## src/hdl/mtf_pkg.sv

```systemverilog
// Shared types and constants for the max-tracking FIFO.
// Holds the cell state, per-cell control and the op and status codes.
// No dependencies.
package mtf_pkg;

    localparam int unsigned DEPTH_DEF = 16;
    localparam int unsigned VAL_W     = 32;

    localparam logic OP_PUSH = 1'b0;
    localparam logic OP_POP  = 1'b1;

    localparam logic [1:0] ST_OK    = 2'd0;
    localparam logic [1:0] ST_FULL  = 2'd1;
    localparam logic [1:0] ST_EMPTY = 2'd2;

    typedef struct packed {
        logic                    valid;
        logic signed [VAL_W-1:0] value;
        logic signed [VAL_W-1:0] maximum;
    } cell_t;

    typedef struct packed {
        logic                    push;
        logic                    pop;
        logic signed [VAL_W-1:0] value;
    } cell_ctrl_t;

endpackage

```

## src/hdl/mtf_cell.sv

```systemverilog
// One queue slot: holds a value and the maximum of it and all later entries.
// Shifts toward the front on pop, loads or raises its maximum on push.
// Depends on mtf_pkg.
module mtf_cell
(
    input  logic                clk,
    input  logic                rst_n,
    input  mtf_pkg::cell_ctrl_t ctrl,
    input  logic                prev_valid,  // slot nearer the front is occupied
    input  mtf_pkg::cell_t      upper,       // slot nearer the back
    output mtf_pkg::cell_t      state,
    output mtf_pkg::cell_t      state_next
);

    logic                            valid_reg;
    logic signed [mtf_pkg::VAL_W-1:0] value_reg;
    logic signed [mtf_pkg::VAL_W-1:0] maximum_reg;

    assign state.valid   = valid_reg;
    assign state.value   = value_reg;
    assign state.maximum = maximum_reg;

    always_comb
    begin
        state_next = state;
        if (ctrl.pop)
        begin
            state_next = upper;
        end
        else if (ctrl.push)
        begin
            if (valid_reg)
            begin
                if (maximum_reg < ctrl.value)
                begin
                    state_next.maximum = ctrl.value;
                end
            end
            else if (prev_valid)
            begin
                // first free slot takes the new tail
                state_next.valid   = 1'b1;
                state_next.value   = ctrl.value;
                state_next.maximum = ctrl.value;
            end
        end
    end

    always_ff @(posedge clk or negedge rst_n)
    begin
        if (!rst_n)
        begin
            valid_reg <= 1'b0;
        end
        else
        begin
            valid_reg <= state_next.valid;
        end
    end

    always_ff @(posedge clk)
    begin
        value_reg   <= state_next.value;
        maximum_reg <= state_next.maximum;
    end

endmodule

```

## src/hdl/max_tracking_fifo.sv

```systemverilog
// Max-tracking FIFO top level: a row of mtf_cell slots, front at slot 0.
// Depends on mtf_pkg and mtf_cell.
//
//  channel | dir | beat contents
//  --------+-----+---------------------------------------------------------
//  s_*     | in  | tuser: op; tdata: value
//  m_*     | out | tdata: front_value, front_maximum, entry_count;
//          |     | tuser: is_empty, status
//
// One beat per cycle unless a result stalls; the result is registered and appears the cycle after
// acceptance. All slots compare and update their maxima in parallel, and a
// pop shifts every slot one place toward the front in the same cycle.
// Reset empties the queue (valid and count registers only). A stalled result holds the
// output register; s_tready drops only while that result is still unread.
module max_tracking_fifo
#(
    parameter int unsigned DEPTH = mtf_pkg::DEPTH_DEF
)
(
    input  logic clk,
    input  logic rst_n,
    input  logic                        s_tvalid,
    output logic                        s_tready,
    input  logic [mtf_pkg::VAL_W-1:0]   s_tdata,   // [31:0] value
    input  logic [0:0]                  s_tuser,   // [0] op
    output logic                        m_tvalid,
    input  logic                        m_tready,
    output logic [((2*mtf_pkg::VAL_W+$clog2(DEPTH+1)+7)/8)*8-1:0] m_tdata,
        // [31:0] front_value, [63:32] front_maximum, then entry_count
    output logic [2:0]                  m_tuser    // [0] is_empty, [2:1] status
);

    localparam int unsigned CNT_W   = $clog2(DEPTH+1);
    localparam int unsigned TDATA_W = ((2*mtf_pkg::VAL_W+CNT_W+7)/8)*8;

    mtf_pkg::cell_t      cur   [DEPTH];
    mtf_pkg::cell_t      nxt   [DEPTH];
    mtf_pkg::cell_t      upper [DEPTH];
    logic [DEPTH-1:0]    prev_v;
    logic [DEPTH-1:0]    valids;
    mtf_pkg::cell_ctrl_t ctrl;

    logic [CNT_W-1:0] count_reg, count_next;
    logic             m_valid_reg;
    logic signed [mtf_pkg::VAL_W-1:0] out_value_reg, out_max_reg;
    logic [CNT_W-1:0] out_count_reg;
    logic             out_empty_reg;
    logic [1:0]       out_status_reg;

    logic       in_fire, full, empty, push_ok, pop_ok;
    logic [1:0] status;

    assign s_tready = !m_valid_reg || m_tready;
    assign in_fire  = s_tvalid && s_tready;
    assign full     = cur[DEPTH-1].valid;
    assign empty    = !cur[0].valid;
    assign push_ok  = in_fire && (s_tuser[0] == mtf_pkg::OP_PUSH) && !full;
    assign pop_ok   = in_fire && (s_tuser[0] == mtf_pkg::OP_POP) && !empty;

    assign ctrl.push  = push_ok;
    assign ctrl.pop   = pop_ok;
    assign ctrl.value = s_tdata;

    always_comb
    begin
        status = mtf_pkg::ST_OK;
        if (s_tuser[0] == mtf_pkg::OP_PUSH)
        begin
            if (full)
            begin
                status = mtf_pkg::ST_FULL;
            end
        end
        else if (empty)
        begin
            status = mtf_pkg::ST_EMPTY;
        end
    end

    always_comb
    begin
        count_next = count_reg;
        if (push_ok)
        begin
            count_next = count_reg + CNT_W'(1);
        end
        else if (pop_ok)
        begin
            count_next = count_reg - CNT_W'(1);
        end
    end

    for (genvar i = 0; i < DEPTH; i++)
    begin : g_cell
        if (i == DEPTH-1)
        begin : g_last
            assign upper[i] = '0;
        end
        else
        begin : g_mid
            assign upper[i] = cur[i+1];
        end
        if (i == 0)
        begin : g_front
            assign prev_v[i] = 1'b1;
        end
        else
        begin : g_rest
            assign prev_v[i] = cur[i-1].valid;
        end
        assign valids[i] = cur[i].valid;

        mtf_cell u_cell
        (
            .clk        (clk),
            .rst_n      (rst_n),
            .ctrl       (ctrl),
            .prev_valid (prev_v[i]),
            .upper      (upper[i]),
            .state      (cur[i]),
            .state_next (nxt[i])
        );
    end

    always_ff @(posedge clk or negedge rst_n)
    begin
        if (!rst_n)
        begin
            count_reg   <= '0;
            m_valid_reg <= 1'b0;
        end
        else
        begin
            count_reg <= count_next;
            if (in_fire)
            begin
                m_valid_reg <= 1'b1;
            end
            else if (m_tready)
            begin
                m_valid_reg <= 1'b0;
            end
        end
    end

    always_ff @(posedge clk)
    begin
        if (in_fire)
        begin
            out_value_reg  <= nxt[0].valid ? nxt[0].value : '0;
            out_max_reg    <= nxt[0].valid ? nxt[0].maximum : '0;
            out_count_reg  <= count_next;
            out_empty_reg  <= (count_next == '0);
            out_status_reg <= status;
        end
    end

    assign m_tvalid = m_valid_reg;
    assign m_tdata  = TDATA_W'({out_count_reg, out_max_reg, out_value_reg});
    assign m_tuser  = {out_status_reg, out_empty_reg};

    // occupancy count agrees with the slot valid bits
    a_count_matches: assert property (@(posedge clk) disable iff (!rst_n)
        $countones(valids) == count_reg)
        else $error("count differs from occupied slots");

    // occupied slots form a run starting at the front
    a_valid_packed: assert property (@(posedge clk) disable iff (!rst_n)
        $onehot({1'b0, valids} + {{DEPTH{1'b0}}, 1'b1}))
        else $error("occupied slots not contiguous");

    // front maximum never below front value
    a_front_max: assert property (@(posedge clk) disable iff (!rst_n)
        cur[0].valid |-> (cur[0].maximum >= cur[0].value))
        else $error("front maximum below front value");

    // a full rejection reports a full queue
    a_full_status: assert property (@(posedge clk) disable iff (!rst_n)
        (m_valid_reg && (out_status_reg == mtf_pkg::ST_FULL)) |->
            (out_count_reg == CNT_W'(DEPTH)))
        else $error("full status with queue not full");

endmodule

```

## config.mk

```make
export PLATFORM = sky130hd
export DESIGN_NAME = max_tracking_fifo
export DESIGN_NICKNAME = d
export VERILOG_FILES = /design/src/hdl/mtf_pkg.sv /design/src/hdl/mtf_cell.sv /design/src/hdl/max_tracking_fifo.sv
export SDC_FILE = /design/constraint.sdc
export NUM_CORES = 2
export LEC_CHECK = 0
export BUFFER_PORTS_ARGS = -buffer_cell sky130_fd_sc_hd__buf_2
export CAP_MARGIN = 20
export CORE_MARGIN = 2
export CORE_UTILIZATION = 28
export CTS_CLUSTER_DIAMETER = 30
export CTS_CLUSTER_SIZE = 16
export DETAILED_ROUTE_END_ITERATION = 10
export GPL_TIMING_DRIVEN = 0
export PLACE_DENSITY = 0.46
export SLEW_MARGIN = 40
export SYNTH_ARGS = -nofsm -noshare
export SYNTH_HDL_FRONTEND = slang
export SYNTH_HIERARCHICAL = 1
export SYNTH_SLANG_ARGS = --single-unit
```

## constraint.sdc

```tcl
create_clock -name clk -period 4.83 [get_ports clk]
set_input_delay 0.7245 -clock clk [delete_from_list [all_inputs] [get_ports clk]]
set_output_delay 0.7245 -clock clk [all_outputs]
set_load 0.005 [all_outputs]
```

==> run_results.csv <==
group,metric,value,unit
sta,min_period,4.09,ns
sta,slew_viol_final,0,
power_and_ir_drop,p_leak,32.2,nW
sta,max_freq,244,MHz
detailed_routing,drt_iter0_drc,3448,
placement,dp_cells,10300,
clock_tree,postCtsSetupBuffers,0,
critical_path,end_kind,"flop",
critical_path,rrSetupSlack,0.74,ns
global_routing,grt.total_usage,19.3,%
detailed_routing,wl_per_cell,20.2,microns
cells_and_area,final-seq-area,23200,sq um
power_and_ir_drop,seqPwrFrac,32.8,%
critical_path,path_max_fanout,76,
critical_path,rr_startpoint,"m_tvalid",
critical_path,cp-endpoint,"out_max_reg[28]",
sta,hold_slack,0.109,ns
sta,maxSlewHeadroom,40.5,%
flow_run,maxCapViolations,0,
global_routing,grt_pass1_vias,54900,
floorplan,die-area,221000,sq um
sta,skew,0.0681,ns
detailed_routing,postRouteAntennaNets,0,
clock_tree,cts_root_buffer,"clkbuf_16",
detailed_routing,viasPerCell,4.97,
detailed_routing,first_pass_iters,6,
synth,synth_area_per_cell,8.34,sq um
power_and_ir_drop,power.density,694,nW/um^2
critical_path,timing.rr.end,"out_max_reg[28]",
floorplan,fp.dieW,470,microns
power_and_ir_drop,p_int,0.0363,W
cells_and_area,num-fill-cells,22500,
synth,synth_ff_type,"dfxtp_1",
clock_tree,ctsHoldBuffers,1,
power_and_ir_drop,p_sw_share,32.1,%
cells_and_area,finalNonFillerCells,11000,
sta,tightest_slew,0.884,ns
placement,pre_cts_slack,0.205,ns
floorplan,rows,171,
sta,hold_violations,0,
detailed_routing,routed.top_layer,"met4",
cells_and_area,multi_input_area,33700,sq um
critical_path,start_kind,"flop",
floorplan,core,217000,sq um
global_routing,overflow,0,
sta,post-route-period-util,84.7,%
clock_tree,clock-sinks,1118,
global_routing,antenna_found_initial,9,
floorplan,start_util,28.1,%
global_routing,grt_pass1_wl,330,mm
cells_and_area,synthToLayoutAreaGrowth,26.7,%
synth,synth_edf_count,72,
detailed_routing,wirelength,221,mm
floorplan,die_height,470,microns
worst_hold_path,hold_class,"input pin to flop",
clock_tree,path_clk_slew,0.05,ns
detailed_routing,drt-met1-wl,98.1,mm
synth,yosysUniqueCellTypes,67,
clock_tree,clk_latency,0.92,ns
floorplan,io_pins,114,
critical_path,critPathArrivalTime,4.83,ns
power_and_ir_drop,p_comb_share,25.5,%
detailed_routing,drc,0,
synth,syn_inst,7299,
cells_and_area,nets,8375,
critical_path,path_class,"flop to flop",
placement,dp.final_hpwl,163,mm
detailed_routing,vias,54400,
critical_path,r2r_cells,14,
sta,setup_violations,0,
status,status,"finished clean",
power_and_ir_drop,net-switching-power,0.0172,W
clock_tree,clockBufferDepth,4,
clock_tree,cts_buffers,354,
detailed_routing,route.met2.wl,108,mm
synth,ys_warn_count,6,
synth,netlist_area,60900,sq um
clock_tree,cts_tree,"built",
synth,yosysSeqAreaShare,38.1,%
detailed_routing,met3_length,9.29,mm
critical_path,cp-startpoint,"m_tvalid",
sta,setup_ws,0.737,ns
synth,ys_seq_elements,1118,
cells_and_area,drive_gt1_share,14.7,%
synth,yosysTopAreaCell,"dfxtp_1",
clock_tree,post_cts_resized,0,
synth,synthArstFlopShare,1.97,%
critical_path,required,5.57,ns
sta,rsz0062_at_grt,"false",
global_routing,grt_max_degree,77,
clock_tree,htreeDepth,5,
power_and_ir_drop,p_clk_share,41.7,%
synth,yosys.area.top_type_share,33.7,%
placement,port_buffers,109,
power_and_ir_drop,ir_drop,0.000396,V
synth,synthTopCellsByArea,"dfxtp_1, ha_1, a21oi_1",
placement,place.gp.congestion,0.841,
==> metrics by stage <==
| stage | total power [W] | area (sq um) | utilization [%] | setup TNS [ns] |
|---|---|---|---|---|
| after floorplan | 0.0261 | 61100 | - | 0 |
| after global placement | 0.0308 | 65200 | 30.1 | -1849.07 |
| after detailed placement | 0.0312 | 65500 | 30.2 | 0 |
| after CTS | 0.0539 | 77100 | 35.6 | 0 |
| after global routing | 0.0567 | 77100 | 35.6 | 0 |
| final | 0.0535 | 77100 | 35.6 | 0 |
==> Yosys cell counts (all sizes together) (15+ instances only) <==
master,count
dfxtp,1024
a21oi,993
o21ai,879
nand2,686
nor2,579
inv,524
ha,498
mux2,402
clkbuf,364
a31oi,288
nor2b,282
buf,118
and2,96
nand4,82
edfxtp,72
nand3,48
a221o,32
o21a,32
nor3,24
a2111oi,23
dfrtp,22
nand2b,19
and4,18
mux2i,16
o211ai,16
a2bb2oi,15
==> area by class of cell <==
type | instances | share of cell area, %
multi-input combinational | 5244 | 43.7
sequential | 1118 | 30.1
buffer | 482 | 2.97
clock buffer | 483 | 13.0
tap | 2854 | 4.63
inverter | 524 | 2.56
timing repair buffer | 116 | 0.990
antenna | 4 | 0.0130
clock inverter | 127 | 2.07
==> critical path, cell delays in order, from the launching register on <==
cell,delay [ns]
dfrtp_1,0.36
nor2b_4,0.14
inv_2,0.07
nand2_4,0.09
inv_6,0.51
nand2_1,0.32
inv_6,0.36
buf_12,0.27
nand3_1,0.12
clkbuf_1,0.30
a21bo_2,0.38
clkbuf_1,0.37
o21ai_0,0.14
a21oi_1,0.28
and2_1,0.18
==> power groups by stage <==
stage                     sequential (W)  clock, W  combinational [W]
after floorplan                   0.0157         0             0.0104
after global placement            0.0177         0             0.0131
after detailed placement          0.0178         0             0.0135
after CTS                         0.0176    0.0227             0.0136
after global routing              0.0180    0.0232             0.0155
final                             0.0175    0.0223             0.0137
==> how the worst min path moves through the flow <==
stage / from / end / slack [ns] / depth (start not counted)
2_1_floorplan: rst_n / count_reg[0] / 0.43 / 0
3_3_place_gp: g_cell[9].u_cell/value_reg[5] / g_cell[8].u_cell/value_reg[5] / 0.45 / 2
3_5_place_dp: g_cell[7].u_cell/value_reg[3] / g_cell[6].u_cell/value_reg[3] / 0.45 / 2
4_1_cts: s_tvalid / m_tvalid / 0.03 / 2
5_1_grt: s_tvalid / m_tvalid / 0.07 / 2
6_report: s_tvalid / m_tvalid / 0.11 / 2
==> per-layer routing <==
layer	up-vias	GRT usage (%)
met3	450	2.67
met2	1304	33.4
met1	26000	24.4
met5	-	0
met4	0	6.41
li1	26700	-
==> placed cells by master, fill, tap and decap left out, types with 180 or more instances in the layout <==
cell type / synthesis / routed
nand2_1: 685 / 685
clkbuf_16: 0 / 357
nor2b_1: 281 / 281
mux2_2: 207 / 207
o21ai_0: 870 / 869
clkbuf_1: 364 / 430
ha_1: 498 / 498
a21oi_1: 993 / 993
mux2_4: 180 / 180
inv_1: 522 / 521
a31oi_1: 288 / 288
nor2_1: 570 / 569
dfxtp_1: 1024 / 1024
==> kinds of logic (layout without fill, tap and decap cells) <==
logic type / after synthesis / after routing / share of synthesized area, %
AOI/OAI and AO/OA: 2371 / 2371 / 21.4
and+or+nand+nor: 1882 / 1882 / 14.4
DFF: 1118 / 1118 / 38.1
buffers and inverters: 1006 / 1732 / 7.00
adders and majority gates: 498 / 498 / 10.2
muxes: 418 / 418 / 8.81
xor gates and xnor gates: 4 / 4 / 0.0576
other: 2 / 75 / 0.0123
No activity file was read; power rests on OpenSTA's default activity.
